[config.mk]
export PLATFORM = sky130hd
export DESIGN_NAME = csv_field_splitter_flat
export DESIGN_NICKNAME = d
export VERILOG_FILES = /design/src/hw/rtl/csvs_pkg.sv /design/src/hw/rtl/csvs_if.sv /design/src/hw/rtl/csv_field_splitter.sv /design/src/flat_wrapper.sv
export SDC_FILE = /design/constraint.sdc
export NUM_CORES = 1
export LEC_CHECK = 0
export BUFFER_PORTS_ARGS = -buffer_cell sky130_fd_sc_hd__buf_2
export CORE_MARGIN = 10
export CORE_UTILIZATION = 47
export DETAILED_ROUTE_END_ITERATION = 8
export PLACE_DENSITY_LB_ADDON = 0.12
export SLEW_MARGIN = 20
export SYNTH_ARGS = -nofsm -noshare
export SYNTH_HDL_FRONTEND = slang
export SYNTH_SLANG_ARGS = --single-unit
[constraint.sdc]
create_clock -name clk_i -period 10.5 [get_ports clk_i]
set_input_delay 0 -clock clk_i [delete_from_list [all_inputs] [get_ports clk_i]]
set_output_delay 0 -clock clk_i [all_outputs]
set_load 0.005 [all_outputs]
[src/hw/rtl/csvs_pkg.sv]
`timescale 1ns / 1ps
`default_nettype none
// ----------------------------------------------------------------------------
// CSV field splitter package
// Shared widths, register indexes and reset values for the field splitter.
// ----------------------------------------------------------------------------
package csvs_pkg;

  // Longest delimiter sequence that is honored; longer lengths saturate here.
  localparam int unsigned MaxSequence = 4;

  // Default number of field bytes kept for suffix matching.
  localparam int unsigned HistoryDepthDef = 8;

  localparam int unsigned ByteW    = 8;
  localparam int unsigned SeqW     = 32;
  localparam int unsigned SeqBytes = SeqW / ByteW;
  localparam int unsigned LenW     = 3;
  localparam int unsigned CfgIdxW  = 8;
  localparam int unsigned CfgDataW = 32;

  // Configuration register indexes.
  typedef enum logic [CfgIdxW-1:0] {
    RegSepBytes  = 8'd0,
    RegSepLen    = 8'd1,
    RegQuoteBytes = 8'd2,
    RegQuoteLen  = 8'd3,
    RegEscBytes  = 8'd4,
    RegEscLen    = 8'd5,
    RegEolBytes  = 8'd6,
    RegEolLen    = 8'd7
  } cfg_reg_e;

  // Reset values of the configuration registers.
  localparam logic [SeqW-1:0] SepBytesRst   = 32'd44;
  localparam logic [LenW-1:0] SepLenRst     = 3'd1;
  localparam logic [SeqW-1:0] QuoteBytesRst = 32'd34;
  localparam logic [LenW-1:0] QuoteLenRst   = 3'd1;
  localparam logic [SeqW-1:0] EscBytesRst   = 32'd92;
  localparam logic [LenW-1:0] EscLenRst     = 3'd1;
  localparam logic [SeqW-1:0] EolBytesRst   = 32'd10;
  localparam logic [LenW-1:0] EolLenRst     = 3'd1;

  // One result transaction.
  typedef struct packed {
    logic [ByteW-1:0] out_byte;
    logic             inside_quotes;
    logic             field_done;
    logic             line_done;
    logic [LenW-1:0]  trim_count;
  } result_t;

endpackage
`default_nettype wire

[src/hw/rtl/csvs_if.sv]
`timescale 1ns / 1ps
`default_nettype none
// ----------------------------------------------------------------------------
// CSV field splitter channels
// Valid/ready channels for input bytes, results and configuration writes.
// ----------------------------------------------------------------------------

// Input byte channel.
interface csvs_byte_if;
  import csvs_pkg::*;
  logic             valid;
  logic             ready;
  logic [ByteW-1:0] data_byte;

  modport source (output valid, output data_byte, input ready);
  modport sink   (input valid, input data_byte, output ready);
endinterface

// Result channel.
interface csvs_result_if;
  import csvs_pkg::*;
  logic             valid;
  logic             ready;
  logic [ByteW-1:0] out_byte;
  logic             inside_quotes;
  logic             field_done;
  logic             line_done;
  logic [LenW-1:0]  trim_count;

  modport source (output valid, output out_byte, output inside_quotes,
                  output field_done, output line_done, output trim_count,
                  input ready);
  modport sink   (input valid, input out_byte, input inside_quotes,
                  input field_done, input line_done, input trim_count,
                  output ready);
endinterface

// Configuration write channel.
interface csvs_cfg_if;
  import csvs_pkg::*;
  logic                valid;
  logic                ready;
  logic [CfgIdxW-1:0]  index;
  logic [CfgDataW-1:0] data;

  modport source (output valid, output index, output data, input ready);
  modport sink   (input valid, input index, input data, output ready);
endinterface
`default_nettype wire

[src/hw/rtl/csv_field_splitter.sv]
`timescale 1ns / 1ps
`default_nettype none
// ----------------------------------------------------------------------------
// CSV field splitter
// Splits a delimited-text byte stream into fields and lines. Each input byte
// yields one result carrying the byte, the quote state and close flags.
// ----------------------------------------------------------------------------
// Output: a result is registered and becomes valid in the cycle after its byte is accepted.
// Throughput: one byte per cycle; the output register is reloaded in the same
// cycle its transaction completes, so ready only drops while a result stalls.
// Reset: configuration returns to comma, double quote, backslash and line
// feed, each one byte long; the field history, count and quote flag clear.
module csv_field_splitter
  import csvs_pkg::*;
#(
  parameter int unsigned HISTORY_DEPTH = csvs_pkg::HistoryDepthDef
) (
  input  wire logic        clk_i,
  input  wire logic        rst_ni,
  csvs_byte_if.sink        in_ch,
  csvs_result_if.source    out_ch,
  csvs_cfg_if.sink         cfg_ch
);

  localparam int unsigned CntW = $clog2(HISTORY_DEPTH + 1);
  localparam logic [CntW-1:0] CntMax = CntW'(HISTORY_DEPTH);

  // Configuration registers.
  logic [SeqW-1:0] sep_bytes_q, quote_bytes_q, esc_bytes_q, eol_bytes_q;
  logic [LenW-1:0] sep_len_q, quote_len_q, esc_len_q, eol_len_q;

  // Field state.
  logic [ByteW-1:0] hist_q [HISTORY_DEPTH];
  logic [ByteW-1:0] hist_d [HISTORY_DEPTH];
  logic [CntW-1:0]  cnt_q, cnt_d, cnt_inc;
  logic             quote_q, quote_d;

  // Output register.
  logic    out_valid_q;
  result_t res_q, res_d;

  logic in_fire;
  logic [LenW-1:0] sep_len, quote_len, esc_len, eol_len;
  logic quote_hit, esc_hit, sep_hit, eol_hit;

  // Saturate a programmed length at the longest supported sequence.
  function automatic logic [LenW-1:0] clamp_len(input logic [LenW-1:0] len);
    logic [LenW-1:0] res;
    if (int'(len) > int'(MaxSequence)) begin
      res = LenW'(MaxSequence);
    end else begin
      res = len;
    end
    return res;
  endfunction

  // True when the sequence ends off bytes before the newest field byte.
  function automatic logic ends_at(input logic [ByteW-1:0] h [HISTORY_DEPTH],
                                   input logic [CntW-1:0] cnt,
                                   input logic [SeqW-1:0] seq,
                                   input logic [LenW-1:0] len,
                                   input logic [LenW-1:0] off);
    int unsigned l;
    int unsigned o;
    int unsigned k;
    logic [ByteW-1:0] sb;
    logic ok;
    l  = int'(len);
    o  = int'(off);
    ok = (l != 0) && (o + l <= int'(cnt));
    for (int unsigned p = 0; p < HISTORY_DEPTH; p++) begin
      if (p >= o && p < o + l) begin
        k = l - 1 - (p - o);
        if (k >= SeqBytes) begin
          sb = '0;
        end else begin
          sb = ByteW'(seq >> (ByteW * k));
        end
        if (h[p] != sb) begin
          ok = 1'b0;
        end
      end
    end
    return ok;
  endfunction

  // Handshakes: a byte is taken whenever the output register is free or drains.
  assign in_ch.ready  = !out_valid_q || out_ch.ready;
  assign in_fire      = in_ch.valid && in_ch.ready;
  assign cfg_ch.ready = 1'b1;

  assign sep_len   = clamp_len(sep_len_q);
  assign quote_len = clamp_len(quote_len_q);
  assign esc_len   = clamp_len(esc_len_q);
  assign eol_len   = clamp_len(eol_len_q);

  // Shift the new byte into the history and count it.
  always_comb begin
    hist_d[0] = in_ch.data_byte;
    for (int unsigned i = 1; i < HISTORY_DEPTH; i++) begin
      hist_d[i] = hist_q[i-1];
    end
    cnt_inc = (cnt_q == CntMax) ? cnt_q : cnt_q + CntW'(1);
  end

  // Suffix matches against the updated field history.
  assign quote_hit = ends_at(hist_d, cnt_inc, quote_bytes_q, quote_len, '0);
  assign esc_hit   = (esc_len != '0) &&
                     ends_at(hist_d, cnt_inc, esc_bytes_q, esc_len, quote_len);
  assign sep_hit   = ends_at(hist_d, cnt_inc, sep_bytes_q, sep_len, '0);
  assign eol_hit   = ends_at(hist_d, cnt_inc, eol_bytes_q, eol_len, '0);

  // Quote toggle, then field or line close outside quotes.
  always_comb begin
    quote_d = quote_q ^ (quote_hit && !esc_hit);
    cnt_d   = cnt_inc;
    res_d.out_byte      = in_ch.data_byte;
    res_d.inside_quotes = quote_d;
    res_d.field_done    = 1'b0;
    res_d.line_done     = 1'b0;
    res_d.trim_count    = '0;
    if (!quote_d) begin
      if (sep_hit) begin
        res_d.field_done = 1'b1;
        res_d.trim_count = sep_len;
        cnt_d            = '0;
      end else if (eol_hit) begin
        res_d.line_done  = 1'b1;
        res_d.trim_count = eol_len;
        cnt_d            = '0;
      end
    end
  end

  // Field state registers.
  always_ff @(posedge clk_i or negedge rst_ni) begin
    if (!rst_ni) begin
      cnt_q   <= '0;
      quote_q <= 1'b0;
      for (int unsigned i = 0; i < HISTORY_DEPTH; i++) begin
        hist_q[i] <= '0;
      end
    end else if (in_fire) begin
      cnt_q   <= cnt_d;
      quote_q <= quote_d;
      for (int unsigned i = 0; i < HISTORY_DEPTH; i++) begin
        hist_q[i] <= hist_d[i];
      end
    end
  end

  // Output valid flag.
  always_ff @(posedge clk_i or negedge rst_ni) begin
    if (!rst_ni) begin
      out_valid_q <= 1'b0;
    end else if (in_ch.ready) begin
      out_valid_q <= in_ch.valid;
    end
  end

  // Output payload register.
  always_ff @(posedge clk_i) begin
    if (in_fire) begin
      res_q <= res_d;
    end
  end

  assign out_ch.valid         = out_valid_q;
  assign out_ch.out_byte      = res_q.out_byte;
  assign out_ch.inside_quotes = res_q.inside_quotes;
  assign out_ch.field_done    = res_q.field_done;
  assign out_ch.line_done     = res_q.line_done;
  assign out_ch.trim_count    = res_q.trim_count;

  // Configuration register writes; unknown indexes are ignored.
  always_ff @(posedge clk_i or negedge rst_ni) begin
    if (!rst_ni) begin
      sep_bytes_q   <= SepBytesRst;
      sep_len_q     <= SepLenRst;
      quote_bytes_q <= QuoteBytesRst;
      quote_len_q   <= QuoteLenRst;
      esc_bytes_q   <= EscBytesRst;
      esc_len_q     <= EscLenRst;
      eol_bytes_q   <= EolBytesRst;
      eol_len_q     <= EolLenRst;
    end else if (cfg_ch.valid) begin
      case (cfg_ch.index)
        RegSepBytes:   sep_bytes_q   <= cfg_ch.data[SeqW-1:0];
        RegSepLen:     sep_len_q     <= cfg_ch.data[LenW-1:0];
        RegQuoteBytes: quote_bytes_q <= cfg_ch.data[SeqW-1:0];
        RegQuoteLen:   quote_len_q   <= cfg_ch.data[LenW-1:0];
        RegEscBytes:   esc_bytes_q   <= cfg_ch.data[SeqW-1:0];
        RegEscLen:     esc_len_q     <= cfg_ch.data[LenW-1:0];
        RegEolBytes:   eol_bytes_q   <= cfg_ch.data[SeqW-1:0];
        RegEolLen:     eol_len_q     <= cfg_ch.data[LenW-1:0];
        default: begin
        end
      endcase
    end
  end

endmodule
`default_nettype wire
[src/flat_wrapper.sv]
// flat-port wrapper written by rule: the top's interface ports become plain ports
module csv_field_splitter_flat import csvs_pkg::*;
#(
  parameter int unsigned HISTORY_DEPTH = csvs_pkg::HistoryDepthDef
)
  (clk_i, rst_ni, in_ch_valid, in_ch_data_byte, in_ch_ready, out_ch_valid, out_ch_out_byte, out_ch_inside_quotes, out_ch_field_done, out_ch_line_done, out_ch_trim_count, out_ch_ready, cfg_ch_valid, cfg_ch_index, cfg_ch_data, cfg_ch_ready);
  csvs_byte_if in_ch_i ();
  csvs_result_if out_ch_i ();
  csvs_cfg_if cfg_ch_i ();
  input  wire logic clk_i;
  input  wire logic rst_ni;
  input wire logic [$bits(in_ch_i.valid)-1:0] in_ch_valid;
  input wire logic [$bits(in_ch_i.data_byte)-1:0] in_ch_data_byte;
  output wire logic [$bits(in_ch_i.ready)-1:0] in_ch_ready;
  output wire logic [$bits(out_ch_i.valid)-1:0] out_ch_valid;
  output wire logic [$bits(out_ch_i.out_byte)-1:0] out_ch_out_byte;
  output wire logic [$bits(out_ch_i.inside_quotes)-1:0] out_ch_inside_quotes;
  output wire logic [$bits(out_ch_i.field_done)-1:0] out_ch_field_done;
  output wire logic [$bits(out_ch_i.line_done)-1:0] out_ch_line_done;
  output wire logic [$bits(out_ch_i.trim_count)-1:0] out_ch_trim_count;
  input wire logic [$bits(out_ch_i.ready)-1:0] out_ch_ready;
  input wire logic [$bits(cfg_ch_i.valid)-1:0] cfg_ch_valid;
  input wire logic [$bits(cfg_ch_i.index)-1:0] cfg_ch_index;
  input wire logic [$bits(cfg_ch_i.data)-1:0] cfg_ch_data;
  output wire logic [$bits(cfg_ch_i.ready)-1:0] cfg_ch_ready;
  assign in_ch_i.valid = in_ch_valid;
  assign in_ch_i.data_byte = in_ch_data_byte;
  assign in_ch_ready = in_ch_i.ready;
  assign out_ch_valid = out_ch_i.valid;
  assign out_ch_out_byte = out_ch_i.out_byte;
  assign out_ch_inside_quotes = out_ch_i.inside_quotes;
  assign out_ch_field_done = out_ch_i.field_done;
  assign out_ch_line_done = out_ch_i.line_done;
  assign out_ch_trim_count = out_ch_i.trim_count;
  assign out_ch_i.ready = out_ch_ready;
  assign cfg_ch_i.valid = cfg_ch_valid;
  assign cfg_ch_i.index = cfg_ch_index;
  assign cfg_ch_i.data = cfg_ch_data;
  assign cfg_ch_ready = cfg_ch_i.ready;
  csv_field_splitter #(.HISTORY_DEPTH(HISTORY_DEPTH)) u_core (.clk_i(clk_i), .rst_ni(rst_ni), .in_ch(in_ch_i), .out_ch(out_ch_i), .cfg_ch(cfg_ch_i));
endmodule
== Yosys cells after proc, flatten, opt, wreduce, memory -nomap -nowiden ==
Cells that the tools add are included.
Storage, ports and cells
  register bits: 216
  logic and storage cells: 388
Cells by class
  add/subtract/negate cells: 43
  magnitude comparators: 79
  equality and inequality tests: 40
  shift-type cells: 32
  mux-type cells: 139
  bitwise operators: 1
  reduce and logical (&&, ||, !) cells: 31
Operator list (number)
  32-bit by 3-bit greater-or-equal comparator with 1-bit output (second input constant): 32
  32-bit by 32-bit right shift with 8-bit output: 32
  8-bit 2-to-1 mux: 64
  32-bit by 3-bit subtractor with 32-bit output (second input constant): 12
  8-bit != test: 32
  32-bit subtractor: 8
  32-bit by 2-bit subtractor with 32-bit output (second input constant): 6
  3-bit by 32-bit less-than comparator with 1-bit output (first input constant): 4
  1-bit 2-to-1 mux: 65
  1-bit by 32-bit less-than comparator with 1-bit output (first input constant): 2
  2-bit by 32-bit less-than comparator with 1-bit output (first input constant): 2
  32-bit by 1-bit subtractor with 32-bit output (second input constant): 2
  3-bit less-than comparator (first input constant): 12
  8-bit by 3-bit equality test with 1-bit output (second input constant): 4
  32-bit by 4-bit less-or-equal comparator with 1-bit output: 1
  4-bit 2-to-1 mux: 5
  1-bit by 3-bit less-than comparator with 1-bit output (first input constant): 6
  2-bit by 3-bit less-than comparator with 1-bit output (first input constant): 6
  8-bit by 2-bit equality test with 1-bit output (second input constant): 2
  2-bit AND reduction: 8
  3-bit by 1-bit subtractor with 4-bit output (second input constant): 4
  3-bit by 3-bit subtractor with 4-bit output (first input constant): 4
  3-bit 2-to-1 mux: 5
  1-bit logical AND: 14
  18 further kinds: 33

== Logic depth before layout (Yosys ltp) ==
  depth in word-level cells: 29
  gate-level depth with buffers: 24
  gate-level depth less buffers: 23

== Worst setup path after synthesis ==
No wires, ideal clock.
  kind: reg-to-reg
  start point: register u_core.esc_len_q[1]
  end point: register u_core.cnt_q[3]
  data arrival time: 8.300 ns
  data required time: 10.373 ns
  path slack: 2.073 ns
  cell stages (with the launch flop): 16
  cells stage by stage: dfrtp_1 > nor3_1 > inv_1 > fa_1 > nor4_1 > o2111ai_1 > nor4_2 > buf_4 > nand4_1 > and3_1 > o41ai_2 > o31ai_1 > o311ai_4 > xnor2_4 > a211oi_4 > nor3_2
Between the ends
  cells in the longest elaborated chain, start to end: 29
  elaborated cells on any way between the ends: 91
  classes of those cells: add/sub: 10; order compare: 18; eq/ne: 8; shift: 8; mux: 34; bitwise: 1; reduce/logical: 12
RTL lines
  from (decl): RTL line csv_field_splitter.sv:30  | logic [LenW-1:0] sep_len_q, quote_len_q, esc_len_q, eol_len_q;
  from (signal assigned): RTL line csv_field_splitter.sv:183  | esc_len_q <= EscLenRst;
  from (signal assigned): RTL line csv_field_splitter.sv:193  | RegEscLen: esc_len_q <= cfg_ch.data[LenW-1:0];
  3-bit greater-than comparator: RTL line csv_field_splitter.sv:49  | if (int'(len) > int'(MaxSequence)) begin
  3-bit 2-to-1 mux *: RTL line csv_field_splitter.sv:49
  3-bit by 1-bit subtractor with 4-bit output: RTL line csv_field_splitter.sv:73  | k = l - 1 - (p - o);
  32-bit subtractor: RTL line csv_field_splitter.sv:73
  32-bit by 3-bit greater-or-equal comparator with 1-bit output or 32-bit by 32-bit right shift with 8-bit output (tied branches): RTL line csv_field_splitter.sv:74, csv_field_splitter.sv:77
  8-bit 2-to-1 mux: RTL line csv_field_splitter.sv:74  | if (k >= SeqBytes) begin
  8-bit 2-to-1 mux: RTL line csv_field_splitter.sv:72  | if (p >= o && p < o + l) begin
  8-bit != test: RTL line csv_field_splitter.sv:79  | if (h[p] != sb) begin
  [14 not listed]
  1-bit 2-to-1 mux: RTL line csv_field_splitter.sv:79
  1-bit 2-to-1 mux: RTL line csv_field_splitter.sv:72
  1-bit logical AND *: RTL line csv_field_splitter.sv:108  | assign esc_hit = (esc_len != '0) &&
  1-bit logical NOT *: RTL line csv_field_splitter.sv:115  | quote_d = quote_q ^ (quote_hit && !esc_hit);
  1-bit logical AND *: RTL line csv_field_splitter.sv:115
  1-bit XOR *: RTL line csv_field_splitter.sv:115
  named net u_core.quote_d: RTL line csv_field_splitter.sv:36  | logic quote_q, quote_d;
  4-bit 2-to-1 mux *: RTL line csv_field_splitter.sv:122  | if (!quote_d) begin
  to (signal assigned): RTL line csv_field_splitter.sv:144  | cnt_q <= cnt_d;
  to (decl): RTL line csv_field_splitter.sv:35  | logic [CntW-1:0] cnt_q, cnt_d, cnt_inc;
The timed path passes the listed nets; every way through them passes the cells marked *. The select of a mux whose other input is x is not followed.
A chain may end at the register's enable or synchronous reset.

== Worst setup path after layout ==
  start point: register u_core.quote_len_q[1]
  end point: register u_core.cnt_q[3]
Between the ends
  cells in the longest elaborated chain, start to end: 29
  elaborated cells on any way between the ends: 179
  classes of those cells: add/sub: 25; order compare: 42; eq/ne: 16; shift: 16; mux: 66; bitwise: 1; reduce/logical: 13
RTL lines
  from (decl): RTL line csv_field_splitter.sv:30
  from (signal assigned): RTL line csv_field_splitter.sv:181  | quote_len_q <= QuoteLenRst;
  from (signal assigned): RTL line csv_field_splitter.sv:191  | RegQuoteLen: quote_len_q <= cfg_ch.data[LenW-1:0];
  3-bit greater-than comparator: RTL line csv_field_splitter.sv:49
  3-bit 2-to-1 mux *: RTL line csv_field_splitter.sv:49
  1-bit by 3-bit subtractor with 4-bit output: RTL line csv_field_splitter.sv:73
  32-bit subtractor: RTL line csv_field_splitter.sv:73
  32-bit by 3-bit greater-or-equal comparator with 1-bit output or 32-bit by 32-bit right shift with 8-bit output (tied branches): RTL line csv_field_splitter.sv:74, csv_field_splitter.sv:77
  8-bit 2-to-1 mux: RTL line csv_field_splitter.sv:74
  8-bit 2-to-1 mux: RTL line csv_field_splitter.sv:72
  8-bit != test: RTL line csv_field_splitter.sv:79
  [14 not listed]
  1-bit 2-to-1 mux: RTL line csv_field_splitter.sv:79
  1-bit 2-to-1 mux: RTL line csv_field_splitter.sv:72
  1-bit logical AND: RTL line csv_field_splitter.sv:108
  1-bit logical NOT: RTL line csv_field_splitter.sv:115
  1-bit logical AND *: RTL line csv_field_splitter.sv:115
  1-bit XOR *: RTL line csv_field_splitter.sv:115
  named net u_core.quote_d: RTL line csv_field_splitter.sv:36
  4-bit 2-to-1 mux *: RTL line csv_field_splitter.sv:122
Marks and branches as above.

==> results_dict.tcl <==
set metrics [dict create \
    outcome "finished clean" \
    tns_ps 0 \
    clock-sinks 216 \
    critPathKind "reg2reg" \
    grt_overflow_total 0 \
    postRouteWirelength_mm 60.0 \
    vias 14800 \
    critPathRequiredTime_ps 10910 \
    cts_inserted_buffers 25 \
    port_buffers 68 \
    setup_viol 0 \
    fmax_mhz 131 \
    initial_core_util 0.477 \
    postSynth.asyncResetShare 0.935 \
    io_pins 70 \
    synth_seq_cells 216 \
    cts_tree "built" \
    grt_max_degree 78 \
    rsz0062_at_grt "false" \
    timing.final.crit_period_ps 7610 \
    fin_crit_sh 0.725 \
    worst-path-max-fanout 24 \
    clock_skew_ps 23.3 \
    rows 71 \
    yosysWarnings 0 \
    synthCells 1792 \
    ir_worst_vdd_mv 0.134 \
    clk_path_buf_depth 3 \
    firstDrtPassIters 5 \
    die_y_um 216 \
    grt_pass1_wl_mm 90.7 \
    cp-start-kind "register" \
    nNetsFinal 2028 \
    finish.instance_area_mm2 0.0200 \
    n_antenna_cell 0 \
    leakagePower_nw 8.39 \
    drive_gt1_frac 0.207 \
    vias_per_cell 6.22 \
    die-area_mm2 0.0465 \
    dpl_cell_area_mm2 0.0187 \
    grtUsageTotal 0.253 \
    ys.flop_type "dfrtp_1" \
    gp_congestion 1.01 \
    hpwlAfterDp_mm 45.9 \
    grt_pass1_vias 14300 \
    yosys.cell_types.count 97 \
    clock_latency_ps 550 \
    fill_cells 3413 \
    synth-seq-area-share 0.306 \
    hold_slack_ps 39.6 \
    cts_root_buf "clkbuf_16" \
    power.density_mw_per_mm2 153 \
    clkTransAtPathRegs_ps 60 \
    synth_edf_count 14 \
    hp-class "in2async" \
    syn_area_per_cell_um2 10.0 \
    tightest_slew_ps 1050 \
    drt.antenna.violating_nets 0 \
    drc 0 \
    post_drt_wl_per_cell_um 25.1 \
    core_area_mm2 0.0377 \
    slew_headroom 0.296 \
    cp.arrival_ps 8020 \
    hold_viol 0 \
    postCtsSetupBuffers 0 \
    die_w_um 216 \
    max-cap-violations 0 \
    cts_resized 0 \
    antenna_found_initial 0 \
    drtIter0Drc 1500 \
    area_delta_synth_final_pct 11.3 \
    finalMaxSlewViolations 0 \
    htreeDepth 1 \
    syn_area_mm2 0.0180 \
    cp-end-kind "register" \
]
[critical path, stage by stage, from the launching register on]
cell and delay, ps:
dfrtp_1 500, inv_1 150, nor2_1 640, ha_1 850, clkinv_1 770, fa_1 710, maj3_1 380, o21ai_0 290
fa_1 460, nor4b_1 330, o2111ai_1 230, or3_1 500, o32ai_1 140, o21ai_1 110, o31ai_1 220, nand2_1 190
o311ai_4 440, xnor2_4 200, a211oi_4 290, nor3_2 70
[layer usage]
metal / track usage / part of all wire / vias to the layer above / routed length (um)
met1: 0.331 / 0.42 / 7540 / 25200
li1: - / - / 6670 / -
met3: 0.0217 / 0.048 / 116 / 2880
met2: 0.425 / 0.49 / 513 / 29300
met4: 0.102 / 0.044 / 0 / 2640
met5: 0 / 0 / - / 0
[synth_stat cells, types with 10 or more instances]
| master | n | area share |
|---|---|---|
| buf_1 | 11 | 0.0023 |
| inv_1 | 68 | 0.014 |
| a31oi_1 | 40 | 0.014 |
| o21a_1 | 11 | 0.0046 |
| nor3_1 | 17 | 0.0047 |
| nor4bb_1 | 39 | 0.022 |
| a22oi_1 | 16 | 0.0067 |
| xnor2_1 | 79 | 0.038 |
| o21ai_0 | 115 | 0.032 |
| xor2_1 | 42 | 0.020 |
| nand3b_1 | 10 | 0.0042 |
| nand2_1 | 229 | 0.048 |
| nand4_1 | 18 | 0.0063 |
| o31ai_1 | 12 | 0.0050 |
| mux4_2 | 73 | 0.091 |
| clkbuf_1 | 72 | 0.015 |
| mux2_2 | 138 | 0.086 |
| nor2b_1 | 16 | 0.0056 |
| dfstp_2 | 15 | 0.022 |
| nor2_1 | 123 | 0.026 |
| dfrtp_1 | 187 | 0.26 |
| a21oi_1 | 35 | 0.0097 |
| edfxtp_1 | 14 | 0.023 |
| ha_1 | 70 | 0.049 |
| buf_2 | 11 | 0.0031 |
| nand2b_1 | 19 | 0.0066 |
| nand3_1 | 17 | 0.0047 |
| mux2i_1 | 26 | 0.014 |
| o22ai_1 | 10 | 0.0035 |
| nor4_1 | 18 | 0.0063 |
| fa_1 | 47 | 0.052 |
| o32ai_1 | 16 | 0.0078 |
[cell families after synthesis]
family,after synthesis,synth area share
AOI/OAI and AO/OA,346,0.130
and+or+nand+nor,560,0.160
adders and majority gates,120,0.103
other,2,0.000418
buffers and inverters,186,0.0446
xor gates and xnor gates,122,0.0605
muxes,240,0.196
DFF,216,0.306
[cell type report]
type	instances	area, um^2	share of cell area
clock buffers	30	674	0.0337
clock inverters	15	223	0.0111
inverters	76	288	0.0144
multi-input cells	1410	11800	0.589
flip-flops and latches	216	5490	0.274
well taps	511	639	0.0319
repair buffers	129	920	0.0459
[stage by stage]
step	worst slack [ps]	util	power, mW	std cells
finish	2890	0.531	3.06	2387
global route	2340	0.531	3.24	2387
CTS	3010	0.531	3.07	2387
detailed placement	3050	0.496	2.10	2297
global placement	3220	0.496	2.07	2297
floorplan	2070	-	1.77	1812
[cells in the final DEF, fill, tap and decap left out, drive strengths merged, types with 45 or more instances in the layout]
| cell | n |
|---|---|
| mux2 | 139 |
| dfrtp | 187 |
| ha | 70 |
| mux4 | 75 |
| fa | 47 |
| dlygate4sd3 | 45 |
| xnor2 | 80 |
| buf | 83 |
| nand2 | 230 |
| inv | 76 |
| o21ai | 120 |
| nor2 | 123 |
[flip-flops by register name, indices dropped and copies added (netlist names), 3 cells and up]
register,cells
u_core.out_ch.out_byte,8
u_core.esc_bytes_q,32
u_core.sep_len_q,3
u_core.cnt_q,4
u_core.esc_len_q,3
u_core.sep_bytes_q,32
u_core.eol_len_q,3
u_core.eol_bytes_q,32
u_core.quote_len_q,3
u_core.hist_d,56
u_core.quote_bytes_q,32
u_core.out_ch.trim_count,3
[final timing paths]
path / slack, ps / start / end / depth (start not counted)
max in group asynchronous: 8380 / rst_ni / u_core.quote_q$_DFFE_PN0P_ / 4
hold / removal: 40 / rst_ni / u_core.sep_bytes_q[4]$_DFFE_PN0P_ / 2
setup / recovery: 2890 / u_core.quote_len_q[1]$_DFFE_PN0P_ / u_core.cnt_q[3]$_DFFE_PN0P_ / 19
hold reg to reg: 530 / u_core.eol_bytes_q[24]$_DFFE_PN0P_ / u_core.eol_bytes_q[24]$_DFFE_PN0P_ / 1
setup reg to reg: 2890 / u_core.quote_len_q[1]$_DFFE_PN0P_ / u_core.cnt_q[3]$_DFFE_PN0P_ / 19
min in group clk_i: 70 / cfg_ch_index[2] / u_core.eol_len_q[2]$_DFFE_PN0P_ / 5
[power breakdown]
part	switching, mW	internal, mW
clock	0.368	0.584
sequential	0.185	0.921
combinational	0.570	0.432
[timing repair]
action                                 in CTS  in global routing
setup endpoints to repair                   0                  0
endpoints found under the hold margin     231                  0
hold buffers                               45                  0
Power figures use the tool's default switching activity.
